**src/rtl/core/p25lf_pkg.sv**
```systemverilog
// ----------------------------------------------------------------------------
// p25lf_pkg: shared types and microcode for the p25 ldu superframe framer
// holds the opcode set, the control word layout, the microcode rom and the
// record dispatch table used by the sequencer and the datapath
// ----------------------------------------------------------------------------
package p25lf_pkg;

    // widths
    localparam int PC_W     = 6;
    localparam int REP_W    = 4;
    localparam int STEP_W   = 5;
    localparam int ID_W     = 24;
    localparam int CFG_IDX_W = 8;
    localparam int VIDX_W   = 4;

    // superframe
    localparam logic [STEP_W-1:0] LAST_STEP = 5'd17;
    localparam logic [7:0]        CODE_BASE = 8'h62;
    localparam logic [VIDX_W-1:0] IMBE_LAST = 4'd10;

    // config register indexes
    localparam logic [CFG_IDX_W-1:0] REG_SOURCE_ID      = 8'd0;
    localparam logic [CFG_IDX_W-1:0] REG_DESTINATION_ID = 8'd1;

    // opcodes
    localparam logic [2:0] OP_CODE  = 3'd0;  // record code byte
    localparam logic [2:0] OP_LIT   = 3'd1;  // literal byte
    localparam logic [2:0] OP_VOICE = 3'd2;  // held imbe byte
    localparam logic [2:0] OP_DST   = 3'd3;  // destination id byte
    localparam logic [2:0] OP_SRC   = 3'd4;  // source id byte

    // program entry points
    localparam logic [PC_W-1:0] ADDR_TERM  = 6'd0;
    localparam logic [PC_W-1:0] ADDR_HDR   = 6'd2;
    localparam logic [PC_W-1:0] ADDR_R1    = 6'd13;
    localparam logic [PC_W-1:0] ADDR_PLAIN = 6'd17;
    localparam logic [PC_W-1:0] ADDR_TAIL  = 6'd19;
    localparam logic [PC_W-1:0] ADDR_DST   = 6'd21;
    localparam logic [PC_W-1:0] ADDR_SRC   = 6'd24;
    localparam logic [PC_W-1:0] ADDR_R5    = 6'd27;
    localparam logic [PC_W-1:0] ADDR_R6    = 6'd32;
    localparam logic [PC_W-1:0] ADDR_R7    = 6'd37;
    localparam logic [PC_W-1:0] ADDR_R14   = 6'd42;
    localparam logic [PC_W-1:0] ADDR_R15   = 6'd45;
    localparam logic [PC_W-1:0] ADDR_R16   = 6'd50;
    localparam logic [PC_W-1:0] ADDR_R8    = 6'd55;

    typedef struct packed {
        logic [2:0]      op;
        logic [7:0]      lit;
        logic [REP_W-1:0] rep;    // repeat count minus one
        logic            last;    // record ends after this word
        logic            jmp;     // jump to target when the word completes
        logic [PC_W-1:0] target;
    } ucode_t;

    typedef struct packed {
        logic              emit;
        logic [2:0]        op;
        logic [7:0]        lit;
        logic [REP_W-1:0]  rep;
        logic              last;
        logic [STEP_W-1:0] rec_idx;
    } ctl_t;

    function automatic ucode_t uc(input logic [2:0] op, input logic [7:0] lit,
                                  input logic [REP_W-1:0] rep, input logic last,
                                  input logic jmp, input logic [PC_W-1:0] target);
        ucode_t w;
        w.op     = op;
        w.lit    = lit;
        w.rep    = rep;
        w.last   = last;
        w.jmp    = jmp;
        w.target = target;
        return w;
    endfunction

    function automatic ucode_t ucode_rom(input logic [PC_W-1:0] addr);
        ucode_t w;
        case (addr)
            // terminator: 0x80 then sixteen zeros
            6'd0:  w = uc(OP_LIT,   8'h80, 4'd0,  1'b0, 1'b0, ADDR_TERM);
            6'd1:  w = uc(OP_LIT,   8'h00, 4'd15, 1'b1, 1'b0, ADDR_TERM);
            // header records 0x62 / 0x6b
            6'd2:  w = uc(OP_CODE,  8'h00, 4'd0,  1'b0, 1'b0, ADDR_TERM);
            6'd3:  w = uc(OP_LIT,   8'h02, 4'd0,  1'b0, 1'b0, ADDR_TERM);
            6'd4:  w = uc(OP_LIT,   8'h02, 4'd0,  1'b0, 1'b0, ADDR_TERM);
            6'd5:  w = uc(OP_LIT,   8'h0C, 4'd0,  1'b0, 1'b0, ADDR_TERM);
            6'd6:  w = uc(OP_LIT,   8'h0B, 4'd0,  1'b0, 1'b0, ADDR_TERM);
            6'd7:  w = uc(OP_LIT,   8'h12, 4'd0,  1'b0, 1'b0, ADDR_TERM);
            6'd8:  w = uc(OP_LIT,   8'h64, 4'd0,  1'b0, 1'b0, ADDR_TERM);
            6'd9:  w = uc(OP_LIT,   8'h00, 4'd1,  1'b0, 1'b0, ADDR_TERM);
            6'd10: w = uc(OP_LIT,   8'h80, 4'd0,  1'b0, 1'b0, ADDR_TERM);
            6'd11: w = uc(OP_VOICE, 8'h00, 4'd10, 1'b0, 1'b0, ADDR_TERM);
            6'd12: w = uc(OP_LIT,   8'h00, 4'd0,  1'b1, 1'b0, ADDR_TERM);
            // records 0x63 / 0x6c
            6'd13: w = uc(OP_CODE,  8'h00, 4'd0,  1'b0, 1'b0, ADDR_TERM);
            6'd14: w = uc(OP_VOICE, 8'h00, 4'd10, 1'b0, 1'b0, ADDR_TERM);
            6'd15: w = uc(OP_LIT,   8'h00, 4'd0,  1'b0, 1'b0, ADDR_TERM);
            6'd16: w = uc(OP_LIT,   8'h02, 4'd0,  1'b1, 1'b0, ADDR_TERM);
            // plain 17-byte records, shared voice tail at 19
            6'd17: w = uc(OP_CODE,  8'h00, 4'd0,  1'b0, 1'b0, ADDR_TERM);
            6'd18: w = uc(OP_LIT,   8'h00, 4'd3,  1'b0, 1'b0, ADDR_TERM);
            6'd19: w = uc(OP_VOICE, 8'h00, 4'd10, 1'b0, 1'b0, ADDR_TERM);
            6'd20: w = uc(OP_LIT,   8'h02, 4'd0,  1'b1, 1'b0, ADDR_TERM);
            // record 0x65, destination id
            6'd21: w = uc(OP_CODE,  8'h00, 4'd0,  1'b0, 1'b0, ADDR_TERM);
            6'd22: w = uc(OP_DST,   8'h00, 4'd2,  1'b0, 1'b0, ADDR_TERM);
            6'd23: w = uc(OP_LIT,   8'h00, 4'd0,  1'b0, 1'b1, ADDR_TAIL);
            // record 0x66, source id
            6'd24: w = uc(OP_CODE,  8'h00, 4'd0,  1'b0, 1'b0, ADDR_TERM);
            6'd25: w = uc(OP_SRC,   8'h00, 4'd2,  1'b0, 1'b0, ADDR_TERM);
            6'd26: w = uc(OP_LIT,   8'h00, 4'd0,  1'b0, 1'b1, ADDR_TAIL);
            // record 0x67
            6'd27: w = uc(OP_CODE,  8'h00, 4'd0,  1'b0, 1'b0, ADDR_TERM);
            6'd28: w = uc(OP_LIT,   8'hF0, 4'd0,  1'b0, 1'b0, ADDR_TERM);
            6'd29: w = uc(OP_LIT,   8'h9D, 4'd0,  1'b0, 1'b0, ADDR_TERM);
            6'd30: w = uc(OP_LIT,   8'h6A, 4'd0,  1'b0, 1'b0, ADDR_TERM);
            6'd31: w = uc(OP_LIT,   8'h00, 4'd0,  1'b0, 1'b1, ADDR_TAIL);
            // record 0x68
            6'd32: w = uc(OP_CODE,  8'h00, 4'd0,  1'b0, 1'b0, ADDR_TERM);
            6'd33: w = uc(OP_LIT,   8'h19, 4'd0,  1'b0, 1'b0, ADDR_TERM);
            6'd34: w = uc(OP_LIT,   8'hD4, 4'd0,  1'b0, 1'b0, ADDR_TERM);
            6'd35: w = uc(OP_LIT,   8'h26, 4'd0,  1'b0, 1'b0, ADDR_TERM);
            6'd36: w = uc(OP_LIT,   8'h00, 4'd0,  1'b0, 1'b1, ADDR_TAIL);
            // record 0x69
            6'd37: w = uc(OP_CODE,  8'h00, 4'd0,  1'b0, 1'b0, ADDR_TERM);
            6'd38: w = uc(OP_LIT,   8'hE0, 4'd0,  1'b0, 1'b0, ADDR_TERM);
            6'd39: w = uc(OP_LIT,   8'hEB, 4'd0,  1'b0, 1'b0, ADDR_TERM);
            6'd40: w = uc(OP_LIT,   8'h7B, 4'd0,  1'b0, 1'b0, ADDR_TERM);
            6'd41: w = uc(OP_LIT,   8'h00, 4'd0,  1'b0, 1'b1, ADDR_TAIL);
            // record 0x70
            6'd42: w = uc(OP_CODE,  8'h00, 4'd0,  1'b0, 1'b0, ADDR_TERM);
            6'd43: w = uc(OP_LIT,   8'h80, 4'd0,  1'b0, 1'b0, ADDR_TERM);
            6'd44: w = uc(OP_LIT,   8'h00, 4'd2,  1'b0, 1'b1, ADDR_TAIL);
            // record 0x71
            6'd45: w = uc(OP_CODE,  8'h00, 4'd0,  1'b0, 1'b0, ADDR_TERM);
            6'd46: w = uc(OP_LIT,   8'hAC, 4'd0,  1'b0, 1'b0, ADDR_TERM);
            6'd47: w = uc(OP_LIT,   8'hB8, 4'd0,  1'b0, 1'b0, ADDR_TERM);
            6'd48: w = uc(OP_LIT,   8'hA4, 4'd0,  1'b0, 1'b0, ADDR_TERM);
            6'd49: w = uc(OP_LIT,   8'h00, 4'd0,  1'b0, 1'b1, ADDR_TAIL);
            // record 0x72
            6'd50: w = uc(OP_CODE,  8'h00, 4'd0,  1'b0, 1'b0, ADDR_TERM);
            6'd51: w = uc(OP_LIT,   8'h9B, 4'd0,  1'b0, 1'b0, ADDR_TERM);
            6'd52: w = uc(OP_LIT,   8'hDC, 4'd0,  1'b0, 1'b0, ADDR_TERM);
            6'd53: w = uc(OP_LIT,   8'h75, 4'd0,  1'b0, 1'b0, ADDR_TERM);
            6'd54: w = uc(OP_LIT,   8'h00, 4'd0,  1'b0, 1'b1, ADDR_TAIL);
            // records 0x6a / 0x73
            6'd55: w = uc(OP_CODE,  8'h00, 4'd0,  1'b0, 1'b0, ADDR_TERM);
            6'd56: w = uc(OP_LIT,   8'h00, 4'd1,  1'b0, 1'b0, ADDR_TERM);
            6'd57: w = uc(OP_LIT,   8'h02, 4'd0,  1'b0, 1'b0, ADDR_TERM);
            6'd58: w = uc(OP_VOICE, 8'h00, 4'd10, 1'b0, 1'b0, ADDR_TERM);
            6'd59: w = uc(OP_LIT,   8'h00, 4'd0,  1'b1, 1'b0, ADDR_TERM);
            default: w = uc(OP_LIT, 8'h00, 4'd0,  1'b1, 1'b0, ADDR_TERM);
        endcase
        return w;
    endfunction

    function automatic logic [PC_W-1:0] dispatch(input logic [STEP_W-1:0] step);
        logic [PC_W-1:0] a;
        case (step)
            5'd0, 5'd9:                a = ADDR_HDR;
            5'd1, 5'd10:               a = ADDR_R1;
            5'd2, 5'd11, 5'd12, 5'd13: a = ADDR_PLAIN;
            5'd3:                      a = ADDR_DST;
            5'd4:                      a = ADDR_SRC;
            5'd5:                      a = ADDR_R5;
            5'd6:                      a = ADDR_R6;
            5'd7:                      a = ADDR_R7;
            5'd14:                     a = ADDR_R14;
            5'd15:                     a = ADDR_R15;
            5'd16:                     a = ADDR_R16;
            5'd8, 5'd17:               a = ADDR_R8;
            default:                   a = ADDR_HDR;
        endcase
        return a;
    endfunction

endpackage

```
**src/rtl/core/p25_ldu_superframe_framer.sv**
```systemverilog
// ----------------------------------------------------------------------------
// p25_ldu_superframe_framer: p25 ldu network voice record framer
// turns one imbe voice frame per request into one network record byte stream
// ----------------------------------------------------------------------------
// usage
// - input channel (in_valid / in_stall): one request per record. req_type 0
//   sends the imbe frame in imbe_head / imbe_tail, req_type 1 ends the call
// - output channel (out_valid / out_stall): one byte per transfer, last_byte
//   flags the final byte, record_index gives the superframe position
// - config channel (cfg_valid / cfg_ready): index 0 source id, index 1
//   destination id; cfg_ready is always high, write only while idle
// - an 18-position superframe counter picks the record template (codes
//   0x62..0x73, 14 to 22 bytes); a stop request sends the 17-byte 0x80
//   terminator and returns the counter to position 0
// - a taken request loads the program counter; each byte then passes through the output register
// - throughput: one byte per cycle out of the microcode sequencer while the
//   output register is not held by out_stall; a new request waits for the record end
// - in_stall stays high from the cycle after a request until the sequencer
//   has handed over the last byte of its record
// - while out_stall is high the byte in the output register holds and the
//   sequencer waits on that step
// - reset clears the counter, the ids and the output valid; the imbe store
//   is loaded by the first voice request
// ----------------------------------------------------------------------------
module p25_ldu_superframe_framer (
    input  logic                                clk,
    input  logic                                rst_n,
    // request channel
    input  logic                                in_valid,
    output logic                                in_stall,
    input  logic                                req_type,
    input  logic [23:0]                         imbe_head,
    input  logic [63:0]                         imbe_tail,
    // byte channel
    output logic                                out_valid,
    input  logic                                out_stall,
    output logic [7:0]                          out_byte,
    output logic                                last_byte,
    output logic [p25lf_pkg::STEP_W-1:0]        record_index,
    // config write channel
    input  logic                                cfg_valid,
    output logic                                cfg_ready,
    input  logic [p25lf_pkg::CFG_IDX_W-1:0]     cfg_index,
    input  logic [p25lf_pkg::ID_W-1:0]          cfg_data
);

    logic             busy;
    logic             in_accept;
    logic             out_ready;
    p25lf_pkg::ctl_t  ctl;

    // one record at a time: new requests wait while the sequencer runs
    assign in_stall  = busy;
    assign in_accept = in_valid && !in_stall;
    assign cfg_ready = 1'b1;

    // program counter, repeat counter and superframe position
    p25lf_sequencer u_seq (
        .clk       (clk),
        .rst_n     (rst_n),
        .start     (in_accept),
        .req_type  (req_type),
        .out_ready (out_ready),
        .busy      (busy),
        .ctl       (ctl)
    );

    // imbe store, ids, byte select and output register
    p25lf_datapath u_dp (
        .clk          (clk),
        .rst_n        (rst_n),
        .ctl          (ctl),
        .voice_load   (in_accept && !req_type),
        .imbe_head    (imbe_head),
        .imbe_tail    (imbe_tail),
        .cfg_we       (cfg_valid && cfg_ready),
        .cfg_index    (cfg_index),
        .cfg_data     (cfg_data),
        .out_stall    (out_stall),
        .out_ready    (out_ready),
        .out_valid    (out_valid),
        .out_byte     (out_byte),
        .last_byte    (last_byte),
        .record_index (record_index)
    );

endmodule

```
**src/rtl/core/p25lf_sequencer.sv**
```systemverilog
// ----------------------------------------------------------------------------
// p25lf_sequencer: microcode sequencer
// step counter, repeat counter and superframe position; one control word
// per emitted byte goes to the datapath
// ----------------------------------------------------------------------------
module p25lf_sequencer (
    input  logic                   clk,
    input  logic                   rst_n,
    input  logic                   start,
    input  logic                   req_type,
    input  logic                   out_ready,
    output logic                   busy,
    output p25lf_pkg::ctl_t        ctl
);

    logic                          busy_reg, busy_next;
    logic [p25lf_pkg::PC_W-1:0]    pc_reg, pc_next;
    logic [p25lf_pkg::REP_W-1:0]   rep_reg, rep_next;
    logic [p25lf_pkg::STEP_W-1:0]  step_reg, step_next;
    logic [p25lf_pkg::STEP_W-1:0]  rec_idx_reg, rec_idx_next;

    p25lf_pkg::ucode_t             cw;
    p25lf_pkg::ucode_t             load_cw;
    logic [p25lf_pkg::PC_W-1:0]    load_addr;
    logic                          emit;

    assign cw   = p25lf_pkg::ucode_rom(pc_reg);
    assign emit = busy_reg && out_ready;
    assign busy = busy_reg;

    // address of the next word to enter
    always_comb
    begin
        if (start)
        begin
            load_addr = req_type ? p25lf_pkg::ADDR_TERM : p25lf_pkg::dispatch(step_reg);
        end
        else if (cw.jmp)
        begin
            load_addr = cw.target;
        end
        else
        begin
            load_addr = pc_reg + 6'd1;
        end
    end

    assign load_cw = p25lf_pkg::ucode_rom(load_addr);

    always_comb
    begin
        busy_next    = busy_reg;
        pc_next      = pc_reg;
        rep_next     = rep_reg;
        step_next    = step_reg;
        rec_idx_next = rec_idx_reg;
        if (start)
        begin
            busy_next = 1'b1;
            pc_next   = load_addr;
            rep_next  = load_cw.rep;
            if (req_type)
            begin
                step_next    = '0;
                rec_idx_next = '0;
            end
            else
            begin
                rec_idx_next = step_reg;
                step_next    = (step_reg == p25lf_pkg::LAST_STEP) ? '0 : step_reg + 5'd1;
            end
        end
        else if (emit)
        begin
            if (rep_reg != '0)
            begin
                rep_next = rep_reg - 4'd1;
            end
            else if (cw.last)
            begin
                busy_next = 1'b0;
            end
            else
            begin
                pc_next  = load_addr;
                rep_next = load_cw.rep;
            end
        end
    end

    always_ff @(posedge clk or negedge rst_n)
    begin
        if (!rst_n)
        begin
            busy_reg    <= 1'b0;
            pc_reg      <= '0;
            rep_reg     <= '0;
            step_reg    <= '0;
            rec_idx_reg <= '0;
        end
        else
        begin
            busy_reg    <= busy_next;
            pc_reg      <= pc_next;
            rep_reg     <= rep_next;
            step_reg    <= step_next;
            rec_idx_reg <= rec_idx_next;
        end
    end

    always_comb
    begin
        ctl.emit    = emit;
        ctl.op      = cw.op;
        ctl.lit     = cw.lit;
        ctl.rep     = rep_reg;
        ctl.last    = cw.last && (rep_reg == '0);
        ctl.rec_idx = rec_idx_reg;
    end

endmodule

```
**src/rtl/core/p25lf_datapath.sv**
```systemverilog
// ----------------------------------------------------------------------------
// p25lf_datapath: byte datapath and output register
// holds the imbe frame and the two ids, picks the byte the control word
// asks for and presents it on the output channel
// ----------------------------------------------------------------------------
module p25lf_datapath (
    input  logic                                clk,
    input  logic                                rst_n,
    input  p25lf_pkg::ctl_t                     ctl,
    input  logic                                voice_load,
    input  logic [23:0]                         imbe_head,
    input  logic [63:0]                         imbe_tail,
    input  logic                                cfg_we,
    input  logic [p25lf_pkg::CFG_IDX_W-1:0]     cfg_index,
    input  logic [p25lf_pkg::ID_W-1:0]          cfg_data,
    input  logic                                out_stall,
    output logic                                out_ready,
    output logic                                out_valid,
    output logic [7:0]                          out_byte,
    output logic                                last_byte,
    output logic [p25lf_pkg::STEP_W-1:0]        record_index
);

    logic [7:0]                       voice_hold_reg [11];
    logic [p25lf_pkg::ID_W-1:0]       src_id_reg;
    logic [p25lf_pkg::ID_W-1:0]       dst_id_reg;
    logic                             out_valid_reg;
    logic [7:0]                       out_byte_reg;
    logic                             last_reg;
    logic [p25lf_pkg::STEP_W-1:0]     rec_idx_reg;

    logic [p25lf_pkg::VIDX_W-1:0]     vidx;
    logic [7:0]                       byte_sel;

    assign vidx      = p25lf_pkg::IMBE_LAST - ctl.rep;
    assign out_ready = !out_valid_reg || !out_stall;

    function automatic logic [7:0] id_byte(input logic [p25lf_pkg::ID_W-1:0] id,
                                           input logic [1:0] sel);
        logic [7:0] b;
        case (sel)
            2'd2:    b = id[23:16];
            2'd1:    b = id[15:8];
            default: b = id[7:0];
        endcase
        return b;
    endfunction

    always_comb
    begin
        case (ctl.op)
            p25lf_pkg::OP_CODE:  byte_sel = p25lf_pkg::CODE_BASE + {3'b000, ctl.rec_idx};
            p25lf_pkg::OP_LIT:   byte_sel = ctl.lit;
            p25lf_pkg::OP_VOICE: byte_sel = voice_hold_reg[vidx];
            p25lf_pkg::OP_DST:   byte_sel = id_byte(dst_id_reg, ctl.rep[1:0]);
            p25lf_pkg::OP_SRC:   byte_sel = id_byte(src_id_reg, ctl.rep[1:0]);
            default:             byte_sel = ctl.lit;
        endcase
    end

    // imbe frame, byte 0 first
    always_ff @(posedge clk)
    begin
        if (voice_load)
        begin
            voice_hold_reg[0]  <= imbe_head[23:16];
            voice_hold_reg[1]  <= imbe_head[15:8];
            voice_hold_reg[2]  <= imbe_head[7:0];
            voice_hold_reg[3]  <= imbe_tail[63:56];
            voice_hold_reg[4]  <= imbe_tail[55:48];
            voice_hold_reg[5]  <= imbe_tail[47:40];
            voice_hold_reg[6]  <= imbe_tail[39:32];
            voice_hold_reg[7]  <= imbe_tail[31:24];
            voice_hold_reg[8]  <= imbe_tail[23:16];
            voice_hold_reg[9]  <= imbe_tail[15:8];
            voice_hold_reg[10] <= imbe_tail[7:0];
        end
    end

    always_ff @(posedge clk or negedge rst_n)
    begin
        if (!rst_n)
        begin
            src_id_reg <= '0;
            dst_id_reg <= '0;
        end
        else if (cfg_we)
        begin
            if (cfg_index == p25lf_pkg::REG_SOURCE_ID)
            begin
                src_id_reg <= cfg_data;
            end
            else if (cfg_index == p25lf_pkg::REG_DESTINATION_ID)
            begin
                dst_id_reg <= cfg_data;
            end
        end
    end

    always_ff @(posedge clk or negedge rst_n)
    begin
        if (!rst_n)
        begin
            out_valid_reg <= 1'b0;
        end
        else if (ctl.emit)
        begin
            out_valid_reg <= 1'b1;
        end
        else if (!out_stall)
        begin
            out_valid_reg <= 1'b0;
        end
    end

    always_ff @(posedge clk)
    begin
        if (ctl.emit)
        begin
            out_byte_reg <= byte_sel;
            last_reg     <= ctl.last;
            rec_idx_reg  <= ctl.rec_idx;
        end
    end

    assign out_valid    = out_valid_reg;
    assign out_byte     = out_byte_reg;
    assign last_byte    = last_reg;
    assign record_index = rec_idx_reg;

endmodule

```
**config.mk**
```make
export PLATFORM = sky130hd
export DESIGN_NAME = p25_ldu_superframe_framer
export DESIGN_NICKNAME = d
export VERILOG_FILES = /design/src/rtl/core/p25lf_pkg.sv /design/src/rtl/core/p25_ldu_superframe_framer.sv /design/src/rtl/core/p25lf_sequencer.sv /design/src/rtl/core/p25lf_datapath.sv
export SDC_FILE = /design/constraint.sdc
export NUM_CORES = 1
export LEC_CHECK = 0
export CORE_UTILIZATION = 35
export CTS_BUF_LIST = sky130_fd_sc_hd__clkbuf_8 sky130_fd_sc_hd__clkbuf_16
export CTS_CLUSTER_DIAMETER = 30
export CTS_CLUSTER_SIZE = 28
export DETAILED_ROUTE_END_ITERATION = 10
export DONT_BUFFER_PORTS = 1
export PLACE_DENSITY_LB_ADDON = 0.25
export SYNTH_ARGS = -nofsm -noshare
export SYNTH_HDL_FRONTEND = slang
export SYNTH_SLANG_ARGS = --single-unit
```
**constraint.sdc**
```tcl
create_clock -name clk -period 6 [get_ports clk]
set_clock_uncertainty 0.2 [all_clocks]
set_input_delay 0.3 -clock clk [delete_from_list [all_inputs] [get_ports clk]]
set_output_delay 0.3 -clock clk [all_outputs]
set_load 0.02 [all_outputs]
```
* Yosys cells after proc, flatten, opt, wreduce, memory -nomap -nowiden
Memories as Yosys holds them, arrays and structs flattened.
Cells that the tools add are included.
W data, S select, Z words.
** Word-level totals
- Register bits :: 84
- Memory bits (writable) :: 88
- ROM bits :: 2752
- Input port bits :: 126
- Output and inout port bits :: 17
- Logic and storage cells :: 77
- Memories kept :: 4
** Memory list
- (no name shown) :: words 64, bits a word 20, rd ports 1, clocked after Yosys merged registers in 0, wr ports 0, line p25lf_pkg.sv:81 : case (addr)
- (no name shown) :: words 64, bits a word 20, rd ports 1, clocked after Yosys merged registers in 0, wr ports 0, line p25lf_pkg.sv:81
- (no name shown) :: words 32, bits a word 6, rd ports 1, clocked after Yosys merged registers in 0, wr ports 0, line p25lf_pkg.sv:162 : case (step)
- u_dp.voice_hold_reg :: words 11, bits a word 8, rd ports 1, clocked after Yosys merged registers in 0, wr ports 11, line p25lf_datapath.sv:24 : logic [7:0] voice_hold_reg [11];
** Operators by class
- Add/sub/neg operators :: 5
- Equality and inequality tests :: 11
- Mux-type cells :: 25
- Bitwise logic cells :: 1
- Reduce and logical (&&, ||, !) cells :: 20
** Operators with widths (count)
- $mux W6 :: 7
- $pmux W8 S2 :: 2
- $pmux W8 S4 :: 1
- $mux W4 :: 4
- $mux W5 :: 3
- $reduce_and A3 Y1 :: 3
- $add A7 B5 Y8 const A :: 1
- $eq A8 B1 Y1 const B :: 1
- $logic_not A8 Y1 :: 1
- $mux W1 :: 8
- $add A6 B1 Y6 const B :: 1
- $eq A3 B2 Y1 const B :: 2
- $add A5 B1 Y5 const B :: 1
- $eq A5 B5 Y1 const B :: 1
- $logic_and A1 B1 Y1 :: 4
- $logic_not A1 Y1 :: 4
- $logic_not A4 Y1 :: 1
- $ne A2 B2 Y1 const B :: 2
- $reduce_and A2 Y1 :: 2
- $reduce_bool A2 Y1 :: 2
- $reduce_bool A4 Y1 :: 1
- $sub A4 B1 Y4 const B :: 1
- $sub A4 B4 Y4 const A :: 1
- $eq A3 B3 Y1 const B :: 1
- other kinds (7) :: 7

* Depth between registers and ports, before layout
Gate-level depths: netlist (run 1).
An unclocked memory read counts as a cell.
- Depth in word-level cells :: 8
- Gate-level depth with buffers :: 14

* Modules after synthesis
Synthesis (run 1) repeated with hierarchy kept, for this count alone.
** Second synthesis, totals
- Cell total of the unflattened synthesis :: 767
- Area total of the unflattened synthesis :: 9323.9 um2
** Modules (own cells, without submodules)
- p25lf_datapath :: times used 1, cells each 430, area each 6720.2 um2
- p25lf_sequencer :: times used 1, cells each 333, area each 2573.7 um2
- p25_ldu_superframe_framer :: times used 1, cells each 4, area each 30.0 um2

* Worst setup path before layout (run 1)
No wires, ideal clock.
- Kind :: register to register
- Start point :: register u_seq.busy_reg, in the netlist u_seq.busy
- End point :: register u_seq.rep_reg[3] in the netlist's numbering
- Library setup time :: 0.077 ns
- Arrival :: 6.239 ns
- Data required time :: 5.723 ns
- Slack :: -0.517 ns
- Cell stages (with the launch flop) :: 9
- Period minus slack after synthesis :: 6.517 ns
- Cells stage by stage :: dfrtp_1 -> nand2b_1 -> nor2_1 -> a32oi_2 -> nand2b_1 -> o21a_1 -> o32a_1 -> a2bb2oi_1 -> a21oi_1
** Between the ends
- Word-level cells in the longest chain between the ends :: 8
- Elaborated cells on any way between the ends :: 12
- Classes of those cells :: 1 x eq/ne; 5 x mux; 5 x reduce/logical; 1 x memory
** RTL lines
- start, declared :: line p25lf_sequencer.sv:16 : logic busy_reg, busy_next;
- start signal, assigned :: line p25lf_sequencer.sv:103 : busy_reg <= busy_next;
- $logic_not A1 Y1 :: line p25_ldu_superframe_framer.sv:54 : assign in_accept = in_valid && !in_stall;
- $logic_and A1 B1 Y1 :: line p25_ldu_superframe_framer.sv:54
- $mux W6 :: line p25lf_sequencer.sv:34 : if (start)
- $mem_v2 Z64 W20
- $mux W4 :: line p25lf_sequencer.sv:79 : else if (cw.last)
- $mux W4 :: line p25lf_sequencer.sv:75 : if (rep_reg != '0)
- $mux W4 :: line p25lf_sequencer.sv:73 : else if (emit)
- $mux W4 :: line p25lf_sequencer.sv:57 : if (start)
- end signal, assigned :: line p25lf_sequencer.sv:105 : rep_reg <= rep_next;
- end, declared :: line p25lf_sequencer.sv:18 : logic [p25lf_pkg::REP_W-1:0] rep_reg, rep_next;
Parallel ways exist; a longest one is shown, timed or not. The select of a mux whose other input is x is not followed.
A chain may end at the register's enable or synchronous reset.

* Final worst setup path (run 1)
- Start point :: register u_seq.rep_reg[0] in the netlist's numbering
- End point :: register u_dp.out_byte_reg[3], in the netlist u_dp.out_byte[3] (data pin)
** Between the ends
- Word-level cells in the longest chain between the ends :: 3
- Elaborated cells on any way between the ends :: 7
- Classes of those cells :: 1 x add/sub; 2 x eq/ne; 3 x mux; 1 x memory
** RTL lines
- $sub A4 B4 Y4 (tied with other cells) :: line p25lf_datapath.sv:35 : assign vidx = p25lf_pkg::IMBE_LAST - ctl.rep;
- $mem_v2 Z11 W8 or $pmux W8 S2 (tied branches)
- $pmux W8 S4 * :: line p25lf_datapath.sv:51 : case (ctl.op)
- named net u_dp.byte_sel[3] :: line p25lf_datapath.sv:33 : logic [7:0] byte_sel;
- end signal, assigned :: line p25lf_datapath.sv:120 : out_byte_reg <= byte_sel;
- end, declared :: line p25lf_datapath.sv:28 : logic [7:0] out_byte_reg;
Mark *: on every way through the listed nets, which the timed path passes. The rest lies on a longest branch.

==> impl_metrics.json, run 1 <==
{
  "status": "finished, final reports clean",
  "syn-num-nets": 880,
  "io_buffers": 0,
  "worst_slack_ns": 2.28,
  "std_cell_rows": 57,
  "worst-path-max-fanout": 49,
  "fin_crit_ns": 3.72,
  "synth-seq-cells": 172,
  "period_share": 0.619,
  "r2r_end": "u_dp.out_byte[3]",
  "use_met2": 0.314,
  "grtUsageTotal": 0.181,
  "syn_inst": 732,
  "hp-class": "in2reg",
  "totalPowerFinal_mw": 5.12,
  "synthDistinctLibCells": 66,
  "pre_cts_ws_ns": 2.23,
  "area_growth_pct": 23.6,
  "nNetsFinal": 974,
  "timing.fmax_ghz": 0.269,
  "synth_seq_area_share": 0.548,
  "relSlewSlack": 0.160,
  "clkLatencyLatePin_ns": 0.43,
  "htreeDepth": 4,
  "slew_violations": 0,
  "max_stage_delay_ns": 0.98,
  "die_h_um": 160,
  "antenna_cells": 0,
  "design.portCount": 143,
  "holdWs_ns": 0.0363,
  "worstRegToRegCells": 7,
  "via_per_inst": 5.40,
  "die_x_um": 160,
  "crit_top_cell": "a211oi_1",
  "min_path_cells": 2,
  "place.gp.congestion": 0.844,
  "crit_cells": 7,
  "worstPathRequired_ns": 5.95,
  "reg2reg_from": "u_seq.rep_reg[0]",
  "grt_util_met3": 0.0390,
  "drive_gt1_frac": 0.156,
  "final_util": 0.444,
  "ant_nets": 0,
  "clock-sinks": 172,
  "clock_path_buffers": 2,
  "grt_antenna_before_repair": 0,
  "hold_end": "u_seq.pc_reg[1]",
  "async_reset_ff_frac": 0.407,
  "cp_top_family": "adder cells",
  "clock-root-buffer": "clkbuf_16",
  "routedWlPerCell_um": 19.7,
  "overflow": 0,
  "synthesis.area_sq_um": 8780,
  "tightest_slew_ns": 1.26,
  "grt_pass1_vias": 6503,
  "path_cells": "inv_1 > ha_2 > mux4_2 > mux2i_1 > a211oi_1 > a211oi_1 > a31oi_1",
  "critPathBufInv": 1,
  "finalSetupViolations": 0,
  "synth_edf_count": 102,
  "coreArea_sq_um": 24500,
  "grt_max_degree": 91,
  "first_pass_iters": 5,
  "yosys_warnings": 0,
  "post-route-drc-count": 0,
  "num_vias": 6279,
  "end_kind": "register",
  "cp_slowest_cell": "ha_2",
  "crit_path_start": "u_seq.rep_reg[0]",
  "crit_type": "reg2reg",
  "leakage_nw": 4.07,
  "cts_tree": "yes",
  "dieArea_sq_um": 25700,
  "start_util": 0.359,
  "busiest_layer": "met2",
  "min-delay-start": "req_type",
  "drtIter0Drc": 396,
  "r2r_slack_ns": 2.28,
  "startpoint_type": "register",
  "rsz0062_at_grt": "no",
  "syn_area_per_cell_sq_um": 12.0,
  "grtUsageMet1": 0.230,
  "timing.max_cap.violations": 0,
  "cts.clk_slew.worst_paths_ns": 0.07,
  "arrival_ns": 3.66,
  "numCtsBuffers": 17,
  "tns_ns": 0,
  "hpwlAfterDp_um": 15200,
  "grt_pass1_wl_um": 36200,
  "ir_drop_mv": 0.256,
  "synthFlopType": "edfxtp_1",
  "nFillCells": 2234,
  "wirelength_um": 22900,
  "largest_reg_flops": 88,
  "power.density_nw_per_um2": 472,
  "hold_viol": 0
}
metal layers:
metal / vias to the layer above / share of wire
li1: 2956 / -
met1: 3117 / 0.43
met2: 188 / 0.51
met3: 18 / 0.049
met4: 0 / 0.010
met5: - / 0
logic make-up after synthesis:
logic type	share of synthesized area
compound gates	0.157
other cells	0.000427
xor+xnor	0.00997
fa+ha+maj	0.0313
mux	0.133
flops	0.548
simple gates	0.0860
buf+inv	0.0346
cells in the mapped netlist (4+ instances only):
| master | n | area (sq um) |
|---|---|---|
| o31ai_1 | 8 | 60.1 |
| o211ai_1 | 4 | 30.0 |
| ha_1 | 22 | 275 |
| nor3b_1 | 4 | 30.0 |
| mux2_2 | 52 | 586 |
| and3_1 | 4 | 25.0 |
| mux4_2 | 16 | 360 |
| mux2i_1 | 22 | 220 |
| o21ai_0 | 37 | 185 |
| a211oi_1 | 31 | 233 |
| nor2b_1 | 4 | 25.0 |
| buf_2 | 12 | 60.1 |
| edfxtp_1 | 102 | 3060 |
| nor2_1 | 63 | 236 |
| a31oi_1 | 8 | 50.1 |
| a21oi_1 | 53 | 265 |
| dfrtp_1 | 70 | 1750 |
| buf_4 | 4 | 30.0 |
| xnor2_1 | 7 | 61.3 |
| nand2b_1 | 12 | 75.1 |
| o22ai_1 | 4 | 25.0 |
| nand2_1 | 43 | 161 |
| a211o_1 | 4 | 35.0 |
| nand3_1 | 15 | 75.1 |
| a22oi_1 | 19 | 143 |
| clkbuf_1 | 34 | 128 |
| inv_1 | 14 | 52.6 |
power breakdown:
group / leakage, nW / switching (mW) / internal [mW] / total (mW)
sequential: 1.87 / 0.310 / 1.45 / 1.76
clock: 0.295 / 0.546 / 0.606 / 1.15
combinational: 1.90 / 1.30 / 0.904 / 2.21
cell type report:
type	instances	area (sq um)	share of cell area
clock buffers	17	425	0.0392
flip-flops and latches	172	4820	0.444
inverters	15	56.3	0.00519
clock inverters	15	195	0.0180
repair buffers	129	1280	0.118
multi-input cells	491	3680	0.339
well taps	324	405	0.0373
through the flow:
stage / std cells / cell area [sq um]
floorplan: 732 / 8790
global placement: 1014 / 9050
detailed placement: 1014 / 9050
CTS: 1163 / 10900
global route: 1163 / 10900
finish: 1163 / 10900
layout by cell type (no fill, tap or decap), types with 17 or more instances in the layout:
master           n
ha_1            21
dfrtp_1         69
edfxtp_1       102
nand2_1         43
mux2_2          52
dlygate4sd3_1  116
a21oi_1         53
nor2_1          61
a22oi_1         19
clkbuf_16       17
mux2i_1         22
o21ai_0         37
a211oi_1        31
how the worst max path moves through the flow:
stage	endpoint	slack [ns]
after global placement	u_dp.out_byte[3]	2.33
after floorplan	u_seq.rep_reg[3]	1.22
after global routing	u_dp.out_byte[7]	2.02
final	u_dp.out_byte[3]	2.28
after detailed placement	u_dp.out_byte[3]	2.23
after CTS	u_dp.out_byte[3]	2.21
timing repair:
action | CTS | global route
hold endpoints to repair | 215 | 0
gates resized for setup | 0 | 0
hold buffers | 117 | 0
buffers inserted | 0 | 0
setup endpoints to repair | 0 | 0
Note: power is estimated with default switching activity, not from simulation.
==> run 2: changes to the inputs <==
- ABC_AREA: not set -> 1
- clock period: 6 -> 3.65 ns (I/O delays scaled with it)
==> impl_metrics.json, run 2 <==
{
  "status": "finished, final reports clean",
  "wirelength_um": 24100,
  "nFillCells": 2329,
  "ir_drop_mv": 0.425,
  "max_stage_delay_ns": 0.66,
  "tns_ns": 0,
  "cp_slowest_cell": "inv_1",
  "synthTopCellsByArea": "edfxtp_1 (36%), dfrtp_1 (20%), nand2_1 (10%), o21ai_0 (5.4%), a21oi_1 (3.5%)",
  "hold_viol": 0,
  "grt_max_degree": 90,
  "largest_reg_flops": 88,
  "grt_pass1_wl_um": 38900,
  "timing.max_cap.violations": 0,
  "path_cells": "inv_1 > ha_1 > inv_1 > nand3_1 > a221o_1 > nand3_1 > nand4_1",
  "syn_area_per_cell_sq_um": 9.31,
  "synth_seq_area_share": 0.559,
  "synth_top_cell_by_area": "edfxtp_1",
  "clock_path_buffers": 2,
  "hp-class": "in2reg",
  "synthXorXnorAreaFrac": 0.00712,
  "r2r_slack_ns": 0.78,
  "synth-seq-cells": 172,
  "antenna_cells": 0,
  "io_buffers": 0,
  "yosysTopAreaCellShare": 0.356,
  "die_h_um": 159,
  "synth_compound_area_frac": 0.163,
  "clkLatencyLatePin_ns": 0.44,
  "hpwlAfterDp_um": 15800,
  "drive_gt1_frac": 0.0817,
  "power.density_nw_per_um2": 774,
  "ant_nets": 0,
  "end_kind": "register",
  "place.gp.congestion": 0.921,
  "arrival_ns": 2.84,
  "worst_slack_ns": 0.777,
  "synth_top_family_by_area": "simple AND/OR/NAND/NOR gates",
  "relSlewSlack": 0.270,
  "finalSetupViolations": 0,
  "synthesis.area_sq_um": 8610,
  "numCtsBuffers": 17,
  "synthAdderAreaFrac": 0.0320,
  "worstPathRequired_ns": 3.62,
  "cts_tree": "yes",
  "post-route-drc-count": 0,
  "grt_antenna_before_repair": 0,
  "crit_type": "reg2reg",
  "yosys.cell_count.top_type": "nand2_1",
  "synth_edf_count": 102,
  "std_cell_rows": 57,
  "final_cell_mix": "nand2_1 (235), dlygate4sd3_1 (116), edfxtp_1 (102)",
  "design.portCount": 143,
  "synthSimpleGateAreaFrac": 0.182,
  "hold_end": "u_seq.rec_idx_reg[0]",
  "clock-sinks": 172,
  "worstRegToRegCells": 7,
  "worst-path-max-fanout": 24,
  "pre_cts_ws_ns": 0.740,
  "coreArea_sq_um": 24200,
  "postCtsSetupBuffers": 0,
  "routedWlPerCell_um": 17.6,
  "r2r_end": "u_dp.out_byte[3]",
  "async_reset_ff_frac": 0.407,
  "num_vias": 7062,
  "dieArea_sq_um": 25200,
  "syn-num-nets": 1073,
  "overflow": 0,
  "synthDistinctLibCells": 55,
  "final_common_cell": "nand2_1",
  "syn_inst": 925,
  "start_util": 0.355,
  "synthFlopType": "edfxtp_1",
  "min_path_cells": 3,
  "grtUsageTotal": 0.196,
  "slew_violations": 0,
  "rsz0062_at_grt": "no",
  "drtIter0Drc": 534,
  "nNetsFinal": 1175,
  "timing.fmax_ghz": 0.348,
  "die_x_um": 159,
  "grt_pass1_vias": 7105,
  "htreeDepth": 4,
  "fin_crit_ns": 2.87,
  "area_growth_pct": 24.2,
  "clock-root-buffer": "clkbuf_16",
  "muxShareOfSynthArea": 0,
  "min-delay-start": "req_type",
  "period_share": 0.787,
  "startpoint_type": "register",
  "leakage_nw": 4.29,
  "synthTopCellsByCount": "nand2_1 (235), edfxtp_1 (102), o21ai_0 (93), dfrtp_1 (70), inv_1 (63)",
  "yosys_warnings": 0,
  "first_pass_iters": 5,
  "reg2reg_from": "u_seq.rep_reg[1]",
  "tightest_slew_ns": 1.08,
  "via_per_inst": 5.18,
  "cts.clk_slew.worst_paths_ns": 0.07
}
[run 2: cell type report]
class / instances / area [sq um] / share of cell area
inverter: 74 / 288 / 0.0269
sequential: 172 / 4810 / 0.450
clock buffer: 17 / 425 / 0.0398
tap: 324 / 405 / 0.0379
multi-input combinational: 634 / 3310 / 0.310
clock inverter: 15 / 164 / 0.0153
timing repair buffer: 128 / 1280 / 0.120
[run 2: timing repair]
item / in CTS / in global routing
gates resized for setup: 0 / 0
endpoints found under the hold margin: 213 / 0
hold buffers: 117 / 0
[run 2: cell families after synthesis]
kind of cell,count (synthesis)
compound gates,235
xor+xnor,7
fa+ha+maj,22
buf+inv,119
flops,172
other cells,1
simple gates,369
[run 2: metal layers]
layer | up-vias | routed length, um | global-route usage
li1 | 3391 | - | -
met2 | 250 | 11500 | 0.317
met1 | 3401 | 10900 | 0.262
met5 | - | 0 | 0
met3 | 20 | 1380 | 0.0449
met4 | 0 | 264 | 0.0525
[run 2: how the worst max path moves through the flow]
stage / depth (start not counted) / slack, ns / to / from
4_1_cts: 7 / 0.73 / u_dp.out_byte[4] / u_seq.rep_reg[1]
3_3_place_gp: 7 / 0.73 / u_dp.out_byte[3] / u_seq.rep_reg[1]
5_1_grt: 9 / 0.55 / u_dp.out_byte[6] / u_seq.rep_reg[1]
6_report: 7 / 0.78 / u_dp.out_byte[3] / u_seq.rep_reg[1]
2_1_floorplan: 12 / 0.36 / u_seq.rep_reg[1] / u_seq.busy
3_5_place_dp: 7 / 0.74 / u_dp.out_byte[4] / u_seq.rep_reg[1]
[run 2: where the power goes]
| part | leakage [nW] | total (mW) | internal, mW | switching (mW) |
|---|---|---|---|---|
| Clock | 0.292 | 1.83 | 0.924 | 0.901 |
| Sequential | 1.88 | 2.78 | 2.40 | 0.387 |
| Combinational | 2.12 | 3.66 | 1.19 | 2.47 |
[run 2: through the flow]
stage | hold slack (ns) | power [mW] | util | cells | area (sq um)
after CTS | 0.0425 | 8.28 | 0.441 | 1364 | 10700
after global placement | -0.311 | 6.35 | 0.368 | 1215 | 8910
after global routing | 0.0774 | 8.87 | 0.441 | 1364 | 10700
after detailed placement | -0.311 | 6.33 | 0.368 | 1215 | 8910
final | 0.0448 | 8.27 | 0.441 | 1364 | 10700
after floorplan | -0.313 | 5.33 | - | 925 | 8610
[run 2: critical path, delay by kind of cell (launching register included)]
family	cells	cell delay, ns
buffers and inverters	2	0.78
AND/OR/NAND/NOR	3	0.47
flip-flops	1	0.43
adder cells (fa/ha/maj)	1	0.30
AO/OA/AOI/OAI	1	0.41
